## src/hdl/fud_pkg.sv

```systemverilog
// ----------------------------------------------------------------------------
// fud_pkg
// Shared types, character codes and helpers of the form-urlencoded decoder.
// ----------------------------------------------------------------------------
`timescale 1ns / 1ps

package fud_pkg;

  // Result kinds carried on the output channel.
  localparam logic [1:0] KIND_DATA      = 2'd0;
  localparam logic [1:0] KIND_NAME_END  = 2'd1;
  localparam logic [1:0] KIND_FIELD_END = 2'd2;

  // Characters with a special meaning in the encoding.
  localparam logic [7:0] CHAR_EQUALS  = 8'h3D;
  localparam logic [7:0] CHAR_AMP     = 8'h26;
  localparam logic [7:0] CHAR_PLUS    = 8'h2B;
  localparam logic [7:0] CHAR_PERCENT = 8'h25;
  localparam logic [7:0] CHAR_SPACE   = 8'h20;

  // Most results one request can produce.
  localparam int unsigned MaxResults = 3;
  localparam int unsigned CntW       = $clog2(MaxResults + 1);

  // Escape sequencer states.
  typedef enum logic [2:0] {
    ESC_IDLE    = 3'b001,
    ESC_PERCENT = 3'b010,
    ESC_DIGIT   = 3'b100
  } esc_e;

  // One result request.
  typedef struct packed {
    logic [7:0] data;
    logic [1:0] kind;
    logic       in_value;
    logic       last;
  } res_t;

  // Hex digit value; bit 4 set means the byte is not a hex digit.
  function automatic logic [4:0] hex_of(input logic [7:0] b);
    logic [4:0] r;
    r = 5'h10;
    if (b >= 8'h30 && b <= 8'h39) begin
      r = {1'b0, b[3:0]};
    end else if ((b >= 8'h41 && b <= 8'h46) || (b >= 8'h61 && b <= 8'h66)) begin
      r = {1'b0, b[3:0] + 4'd9};
    end
    return r;
  endfunction

  function automatic res_t mk_res(input logic [7:0] d, input logic [1:0] k,
                                  input logic v, input logic l);
    res_t r;
    r.data     = d;
    r.kind     = k;
    r.in_value = v;
    r.last     = l;
    return r;
  endfunction

endpackage

```

## src/hdl/fud_in_if.sv

```systemverilog
// ----------------------------------------------------------------------------
// fud_in_if
// Input channel of the decoder: one raw encoded byte per request.
// ----------------------------------------------------------------------------
`timescale 1ns / 1ps

interface fud_in_if;
  logic       valid;
  logic       ready;
  logic [7:0] in_byte;
  logic       in_last;

  modport source (output valid, in_byte, in_last, input ready);
  modport sink   (input valid, in_byte, in_last, output ready);
endinterface

```

## src/hdl/fud_out_if.sv

```systemverilog
// ----------------------------------------------------------------------------
// fud_out_if
// Output channel of the decoder: one decoded byte or marker per request.
// ----------------------------------------------------------------------------
`timescale 1ns / 1ps

interface fud_out_if;
  logic       valid;
  logic       ready;
  logic [7:0] out_byte;
  logic [1:0] kind;
  logic       in_value;
  logic       out_last;

  modport source (output valid, out_byte, kind, in_value, out_last, input ready);
  modport sink   (input valid, out_byte, kind, in_value, out_last, output ready);
endinterface

```

## src/hdl/form_urlencoded_decoder.sv

```systemverilog
// ----------------------------------------------------------------------------
// form_urlencoded_decoder
// Streaming decoder for form-urlencoded text with name/value tagging.
// ----------------------------------------------------------------------------
// The decoder takes one encoded byte per cycle while the output keeps up, and
// returns decoded bytes tagged as name or value, plus markers for the end of
// a name and the end of a field. A byte is registered on entry, decoded in
// one pass into between zero and three results, and those results are loaded
// into a three-entry result bank that drives the output channel, so a result
// passes the input register and then the bank register. A byte yielding one
// result sustains one byte per cycle while the output accepts; a byte yielding
// k results occupies the single output port until all k are taken, and the
// input holds off until the bank is down to its last entry. Bytes yielding no
// result (an opening percent sign, a first escape digit) leave the bank empty.
`timescale 1ns / 1ps

module form_urlencoded_decoder (
  input  logic  clk_i,
  input  logic  rst_ni,
  fud_in_if.sink    in_chan_i,
  fud_out_if.source out_chan_o
);
  import fud_pkg::*;

  // Input register.
  logic       in_vld_q;
  logic [7:0] in_byte_q;
  logic       in_last_q;

  // Decoder state.
  esc_e       esc_q, esc_d;
  logic [3:0] digit_q, digit_d;
  logic       role_q, role_d;

  // Result bank, entry 0 faces the output.
  res_t            bank_q [MaxResults];
  logic [CntW-1:0] cnt_q;

  res_t            res [MaxResults];
  logic [CntW-1:0] n;
  logic            bank_free, proc, in_fire, out_fire;
  logic [4:0]      hv;
  logic            is_hex, taken;

  // Handshakes: the bank can take a new set when empty or on its last drain.
  assign out_fire  = out_chan_o.valid && out_chan_o.ready;
  assign bank_free = (cnt_q == '0) || (cnt_q == CntW'(1) && out_chan_o.ready);
  assign proc      = in_vld_q && bank_free;
  assign in_chan_i.ready = !in_vld_q || proc;
  assign in_fire   = in_chan_i.valid && in_chan_i.ready;

  assign hv     = hex_of(in_byte_q);
  assign is_hex = !hv[4];

  // Single-pass decode of the registered byte.
  always_comb begin
    esc_d   = ESC_IDLE;
    digit_d = digit_q;
    role_d  = role_q;
    taken   = 1'b0;
    n       = '0;
    for (int i = 0; i < MaxResults; i++) begin
      res[i] = mk_res(8'h00, KIND_DATA, 1'b0, 1'b0);
    end

    // Finish or abandon an open escape.
    unique case (esc_q)
      ESC_PERCENT: begin
        if (is_hex) begin
          digit_d = hv[3:0];
          esc_d   = ESC_DIGIT;
          taken   = 1'b1;
        end else begin
          res[n] = mk_res(CHAR_PERCENT, KIND_DATA, role_q, 1'b0);
          n      = n + CntW'(1);
        end
      end
      ESC_DIGIT: begin
        if (is_hex) begin
          res[n] = mk_res({digit_q, hv[3:0]}, KIND_DATA, role_q, 1'b0);
          taken  = 1'b1;
        end else begin
          res[n] = mk_res({4'h0, digit_q}, KIND_DATA, role_q, 1'b0);
        end
        n = n + CntW'(1);
      end
      default: begin
      end
    endcase

    // Decode the byte itself when the escape did not consume it.
    if (!taken) begin
      case (in_byte_q)
        CHAR_EQUALS: begin
          if (!role_q) begin
            res[n] = mk_res(8'h00, KIND_NAME_END, 1'b0, 1'b0);
            role_d = 1'b1;
          end else begin
            res[n] = mk_res(8'h00, KIND_FIELD_END, 1'b0, 1'b0);
            role_d = 1'b0;
          end
          n = n + CntW'(1);
        end
        CHAR_AMP: begin
          res[n] = mk_res(8'h00, KIND_FIELD_END, 1'b0, 1'b0);
          role_d = 1'b0;
          n      = n + CntW'(1);
        end
        CHAR_PLUS: begin
          res[n] = mk_res(CHAR_SPACE, KIND_DATA, role_q, 1'b0);
          n      = n + CntW'(1);
        end
        CHAR_PERCENT: begin
          esc_d = ESC_PERCENT;
        end
        default: begin
          res[n] = mk_res(in_byte_q, KIND_DATA, role_q, 1'b0);
          n      = n + CntW'(1);
        end
      endcase
    end

    // The last byte flushes any open escape and closes the field.
    if (in_last_q) begin
      if (esc_d == ESC_PERCENT) begin
        res[n] = mk_res(CHAR_PERCENT, KIND_DATA, role_d, 1'b0);
        n      = n + CntW'(1);
      end else if (esc_d == ESC_DIGIT) begin
        res[n] = mk_res({4'h0, digit_d}, KIND_DATA, role_d, 1'b0);
        n      = n + CntW'(1);
      end
      res[n]  = mk_res(8'h00, KIND_FIELD_END, 1'b0, 1'b1);
      n       = n + CntW'(1);
      esc_d   = ESC_IDLE;
      digit_d = 4'h0;
      role_d  = 1'b0;
    end
  end

  // Input register control.
  always_ff @(posedge clk_i or negedge rst_ni) begin
    if (!rst_ni) begin
      in_vld_q <= 1'b0;
    end else if (in_fire) begin
      in_vld_q <= 1'b1;
    end else if (proc) begin
      in_vld_q <= 1'b0;
    end
  end

  // Input payload.
  always_ff @(posedge clk_i) begin
    if (in_fire) begin
      in_byte_q <= in_chan_i.in_byte;
      in_last_q <= in_chan_i.in_last;
    end
  end

  // Decoder state and bank fill count.
  always_ff @(posedge clk_i or negedge rst_ni) begin
    if (!rst_ni) begin
      esc_q   <= ESC_IDLE;
      digit_q <= 4'h0;
      role_q  <= 1'b0;
      cnt_q   <= '0;
    end else if (proc) begin
      esc_q   <= esc_d;
      digit_q <= digit_d;
      role_q  <= role_d;
      cnt_q   <= n;
    end else if (out_fire) begin
      cnt_q   <= cnt_q - CntW'(1);
    end
  end

  // Result bank: load a fresh set, or shift towards the output on a drain.
  always_ff @(posedge clk_i) begin
    if (proc) begin
      bank_q <= res;
    end else if (out_fire) begin
      for (int i = 0; i < MaxResults - 1; i++) begin
        bank_q[i] <= bank_q[i+1];
      end
    end
  end

  assign out_chan_o.valid    = (cnt_q != '0);
  assign out_chan_o.out_byte = bank_q[0].data;
  assign out_chan_o.kind     = bank_q[0].kind;
  assign out_chan_o.in_value = bank_q[0].in_value;
  assign out_chan_o.out_last = bank_q[0].last;

  // A marker never carries a byte or a value tag.
  a_marker_clean: assert property (@(posedge clk_i) disable iff (!rst_ni)
    out_chan_o.valid && out_chan_o.kind != KIND_DATA
      |-> out_chan_o.out_byte == 8'h00 && !out_chan_o.in_value)
    else $error("marker result carries data");

  // The end-of-string flag only sits on a field end.
  a_last_is_field_end: assert property (@(posedge clk_i) disable iff (!rst_ni)
    out_chan_o.valid && out_chan_o.out_last |-> out_chan_o.kind == KIND_FIELD_END)
    else $error("out_last on a result that is not a field end");

  // Finishing a string returns the decoder to its reset state.
  a_last_resets: assert property (@(posedge clk_i) disable iff (!rst_ni)
    proc && in_last_q |=> esc_q == ESC_IDLE && !role_q && digit_q == 4'h0)
    else $error("state not cleared after last byte");

  // Every last byte yields at least its closing result.
  a_last_emits: assert property (@(posedge clk_i) disable iff (!rst_ni)
    proc && in_last_q |=> cnt_q != '0)
    else $error("last byte produced no result");

endmodule
```

## src/flat_wrapper.sv

```systemverilog
// flat-port wrapper written by rule: the top's interface ports become plain ports
module form_urlencoded_decoder_flat import fud_pkg::*;
  (clk_i, rst_ni, in_chan_i_valid, in_chan_i_in_byte, in_chan_i_in_last, in_chan_i_ready, out_chan_o_valid, out_chan_o_out_byte, out_chan_o_kind, out_chan_o_in_value, out_chan_o_out_last, out_chan_o_ready);
  fud_in_if in_chan_i_i ();
  fud_out_if out_chan_o_i ();
  input  logic clk_i;
  input  logic rst_ni;
  input wire logic [$bits(in_chan_i_i.valid)-1:0] in_chan_i_valid;
  input wire logic [$bits(in_chan_i_i.in_byte)-1:0] in_chan_i_in_byte;
  input wire logic [$bits(in_chan_i_i.in_last)-1:0] in_chan_i_in_last;
  output wire logic [$bits(in_chan_i_i.ready)-1:0] in_chan_i_ready;
  output wire logic [$bits(out_chan_o_i.valid)-1:0] out_chan_o_valid;
  output wire logic [$bits(out_chan_o_i.out_byte)-1:0] out_chan_o_out_byte;
  output wire logic [$bits(out_chan_o_i.kind)-1:0] out_chan_o_kind;
  output wire logic [$bits(out_chan_o_i.in_value)-1:0] out_chan_o_in_value;
  output wire logic [$bits(out_chan_o_i.out_last)-1:0] out_chan_o_out_last;
  input wire logic [$bits(out_chan_o_i.ready)-1:0] out_chan_o_ready;
  assign in_chan_i_i.valid = in_chan_i_valid;
  assign in_chan_i_i.in_byte = in_chan_i_in_byte;
  assign in_chan_i_i.in_last = in_chan_i_in_last;
  assign in_chan_i_ready = in_chan_i_i.ready;
  assign out_chan_o_valid = out_chan_o_i.valid;
  assign out_chan_o_out_byte = out_chan_o_i.out_byte;
  assign out_chan_o_kind = out_chan_o_i.kind;
  assign out_chan_o_in_value = out_chan_o_i.in_value;
  assign out_chan_o_out_last = out_chan_o_i.out_last;
  assign out_chan_o_i.ready = out_chan_o_ready;
  form_urlencoded_decoder u_core (.clk_i(clk_i), .rst_ni(rst_ni), .in_chan_i(in_chan_i_i), .out_chan_o(out_chan_o_i));
endmodule
```

## config.mk

```make
export PLATFORM = sky130hd
export DESIGN_NAME = form_urlencoded_decoder_flat
export DESIGN_NICKNAME = d
export VERILOG_FILES = /design/src/hdl/fud_pkg.sv /design/src/hdl/fud_in_if.sv /design/src/hdl/fud_out_if.sv /design/src/hdl/form_urlencoded_decoder.sv /design/src/flat_wrapper.sv
export SDC_FILE = /design/constraint.sdc
export NUM_CORES = 1
export LEC_CHECK = 0
export BUFFER_PORTS_ARGS = -buffer_cell sky130_fd_sc_hd__buf_2
export CORE_ASPECT_RATIO = 0.75
export CORE_UTILIZATION = 55
export CTS_BUF_LIST = sky130_fd_sc_hd__clkbuf_2
export CTS_CLUSTER_DIAMETER = 60
export DETAILED_ROUTE_END_ITERATION = 12
export HOLD_SLACK_MARGIN = 0.08
export PLACE_DENSITY = 0.74
export SETUP_SLACK_MARGIN = 0.15
export SYNTH_ARGS = -nofsm -noshare
export SYNTH_HDL_FRONTEND = slang
export SYNTH_SLANG_ARGS = --single-unit
```

## constraint.sdc

```tcl
create_clock -name clk_i -period 6.3 [get_ports clk_i]
set_input_delay 1.89 -clock clk_i [delete_from_list [all_inputs] [get_ports clk_i]]
set_output_delay 1.89 -clock clk_i [all_outputs]
set_load 0.03 [all_outputs]
```

==> impl_metrics.json <==
{
  "status": "finished clean",
  "antenna_cells": 0,
  "maxCapViolCount": 0,
  "clock_path_buffers": 2,
  "synth_cell_types": 66,
  "antenna_found_initial": 0,
  "final.setup.worst_slack_ns": 1.122,
  "synth_ff_type": "edfxtp_1",
  "place_congestion": 0.9650,
  "io_pins": 27,
  "clock_skew_ns": 0.01619,
  "finalHoldViolCount": 0,
  "period_share": 0.8219,
  "min_path_cells": 2,
  "hold_end": "u_core.esc_q[0]",
  "cp_cell_sequence": "inv_1 > ha_1 > or3b_1 > nand4b_2 > o21ai_2 > o21ai_0 > ha_1 > a32oi_1 > ha_1 > a22oi_1 > ha_1 > nand2_1 > nand3_1 > o21bai_1 > a21o_1 > nor2_1 > a22o_1",
  "vias_per_cell": 6.301,
  "core-area_mm2": 0.005353,
  "grt_overflow": 0,
  "crit_top_cell": "ha_1",
  "syn_avg_cell_area_um2": 10.05,
  "synth_cells": 306,
  "holdCritPathClass": "reg -> reg",
  "synth_seq_area_share": 0.4805,
  "cts_tree": "done",
  "required_ns": 6.51,
  "slowest_stage": "edfxtp_1",
  "final_common_cell": "edfxtp_1",
  "dp.final_hpwl_um": 5455,
  "grt_usage": 0.2773,
  "syn_area_mm2": 0.003075,
  "post_cts_buffers": 0,
  "drt-wirelength-per-cell_um": 18.61,
  "chipHeight_um": 66.76,
  "dieArea_mm2": 0.005898,
  "ant_nets": 0,
  "worstSetupEndpointType": "flop",
  "numCtsBuffers": 5,
  "hold_start": "u_core.esc_q[0]",
  "power_density_mw_per_mm2": 404.3,
  "rr_endpoint": "u_core.out_chan_o.kind[0]",
  "grt_pass1_wl_um": 11930,
  "synthArstFlopShare": 0.2157,
  "std_cell_rows": 23,
  "critPathKind": "reg -> reg",
  "cts_resized": 0,
  "dr_total_vias": 2489,
  "slew_headroom": 0.5502,
  "rsz0062_at_grt": "false",
  "p_leak_nw": 1.223,
  "drt_pass1_iterations": 5,
  "synth_seq_cells": 51,
  "pre_cts_ws_ns": 1.227,
  "yosys_warnings": 0,
  "tightestPinTransition_ns": 0.6656,
  "power.total_mw": 1.306,
  "nNetsFinal": 345,
  "path_max_fanout": 16,
  "max_stage_delay_ns": 0.59,
  "maxSlewViolCount": 0,
  "synth_edf_count": 40,
  "dr.first_iter.drc_count": 279,
  "insertion_delay_ns": 0.43,
  "drive_gt1_frac": 0.1375,
  "ctsHoldBuffers": 0,
  "finish.utilization": 0.6036,
  "max_freq_ghz": 0.1931,
  "cts_sinks": 51,
  "initial_core_util": 0.5746,
  "clkTransAtPathRegs_ns": 0.24,
  "grt_pass1_vias": 2276,
  "nFillCells": 471,
  "synth_fp_nets": 332,
  "grt_max_degree": 29,
  "startpoint_type": "flop",
  "cp.arrival_ns": 5.39,
  "root_buffer": "clkbuf_2",
  "regToRegStartpoint": "u_core.in_byte_q[1]",
  "routed_wl_um": 7352,
  "tns_ns": 0,
  "die_x_um": 88.35,
  "min_period_ns": 5.178,
  "worst-r2r-cell-count": 17,
  "areaGrowthSynthToFinish_pct": 5.045,
  "numPortBuffers": 26,
  "final_cell_mix": "edfxtp_1 (40), nand2_1 (33), nor2_1 (26), buf_2 (26), o21ai_0 (21)",
  "drc": 0,
  "ff2ff_setup_slack_ns": 1.12,
  "finalSetupViolCount": 0,
  "ir_drop_mv": 0.2471,
  "htree_levels": 2
}
-- worst max-delay path: cells and delay by family (launching register included) --
| kind | cells | cell delay (ns) |
|---|---|---|
| fa+ha+maj | 4 | 1.17 |
| buf+inv | 1 | 0.17 |
| flops | 1 | 0.59 |
| compound gates | 7 | 2.28 |
| simple gates | 5 | 0.76 |
-- cell usage after synthesis (2+ instances only) --
library cell	count	share of area
o21ai_0	21	0.034
nand2_1	33	0.040
nor3_1	7	0.011
ha_1	13	0.053
o31a_1	2	0.0057
o21bai_1	3	0.0073
a22o_1	3	0.0085
nand4bb_1	2	0.0073
a21o_1	3	0.0073
mux2_2	2	0.0073
a31oi_1	3	0.0061
a32oi_1	2	0.0057
inv_1	12	0.015
or3_1	3	0.0061
nand4_1	3	0.0061
a21oi_1	15	0.024
clkbuf_1	10	0.012
a221o_1	5	0.016
buf_4	10	0.024
o31ai_1	4	0.0098
dfrtp_1	10	0.081
nor2_1	26	0.032
nor4_1	2	0.0041
a22oi_1	7	0.017
a2111oi_0	3	0.0085
edfxtp_1	40	0.39
nor2b_1	2	0.0041
o2111a_1	2	0.0073
xnor2_1	3	0.0085
nand3_1	12	0.020
and2_1	7	0.014
o211ai_1	2	0.0049
-- area by class of cell --
type | count | area [um2] | area share
inverters | 14 | 52.55 | 0.01627
repair buffers | 28 | 145.1 | 0.04493
clock buffers | 6 | 30.03 | 0.009295
clock inverters | 2 | 7.507 | 0.002324
multi-input cells | 219 | 1424 | 0.4407
flip-flops and latches | 51 | 1478 | 0.4574
well taps | 75 | 93.84 | 0.02905
-- power by group --
group | total, mW | switching (mW) | leakage, nW | internal (mW)
Clock | 0.126 | 0.0990 | 0.0281 | 0.0267
Sequential | 0.621 | 0.0865 | 0.526 | 0.535
Combinational | 0.559 | 0.379 | 0.670 | 0.180
Total | 1.31 | 0.565 | 1.22 | 0.742
-- cells by family (layout without fill, tap and decap cells) --
group           count (synthesis)  count (layout)  share of synthesized area
compound gates                 89              89                     0.2030
buf+inv                        36              50                    0.05654
xor+xnor                        3               3                   0.008545
mux                             3               3                    0.01058
fa+ha+maj                      13              13                    0.05289
flops                          51              51                     0.4805
simple gates                  111             111                     0.1880
-- metal layers --
layer / GRT usage / share of wire
met1: 0.4179 / 0.49
met2: 0.3942 / 0.41
met3: 0.06939 / 0.092
met4: 0.06855 / 0.015
met5: 0 / 0
-- worst max-delay path by stage --
stage                                      endpoint  slack (ns)                start  cells past startpoint
after floorplan           u_core.out_chan_o.kind[0]        2.07  u_core.in_byte_q[1]                     18
after global placement    u_core.out_chan_o.kind[0]        1.47  u_core.in_byte_q[0]                     17
after detailed placement  u_core.out_chan_o.kind[0]        1.23  u_core.in_byte_q[0]                     17
after CTS                 u_core.out_chan_o.kind[0]        1.18  u_core.in_byte_q[0]                     17
after global routing      u_core.out_chan_o.kind[0]        0.72  u_core.in_byte_q[0]                     17
final                     u_core.out_chan_o.kind[0]        1.12  u_core.in_byte_q[1]                     17
-- metrics by stage --
stage / instance area, um2 / instances / hold slack [ns]
after floorplan: 3075 / 306 / 0.4818
after global placement: 3193 / 387 / 0.5092
after detailed placement: 3193 / 387 / 0.5211
after CTS: 3231 / 395 / 0.5485
after global routing: 3231 / 395 / 0.5559
final: 3231 / 395 / 0.5517
-- flip-flops by register name, summed over array words and instances (netlist names) --
register	count
u_core.in_last_q	1
u_core.out_chan_o.out_last	1
u_core.digit_q	4
u_core.in_byte_q	8
u_core.in_vld_q	1
u_core.bank_q	19
u_core.role_q	1
u_core.out_chan_o.out_byte	8
u_core.out_chan_o.kind	2
u_core.esc_q	3
u_core.cnt_q	2
u_core.out_chan_o.in_value	1
Note: power is estimated with default switching activity, not from simulation.
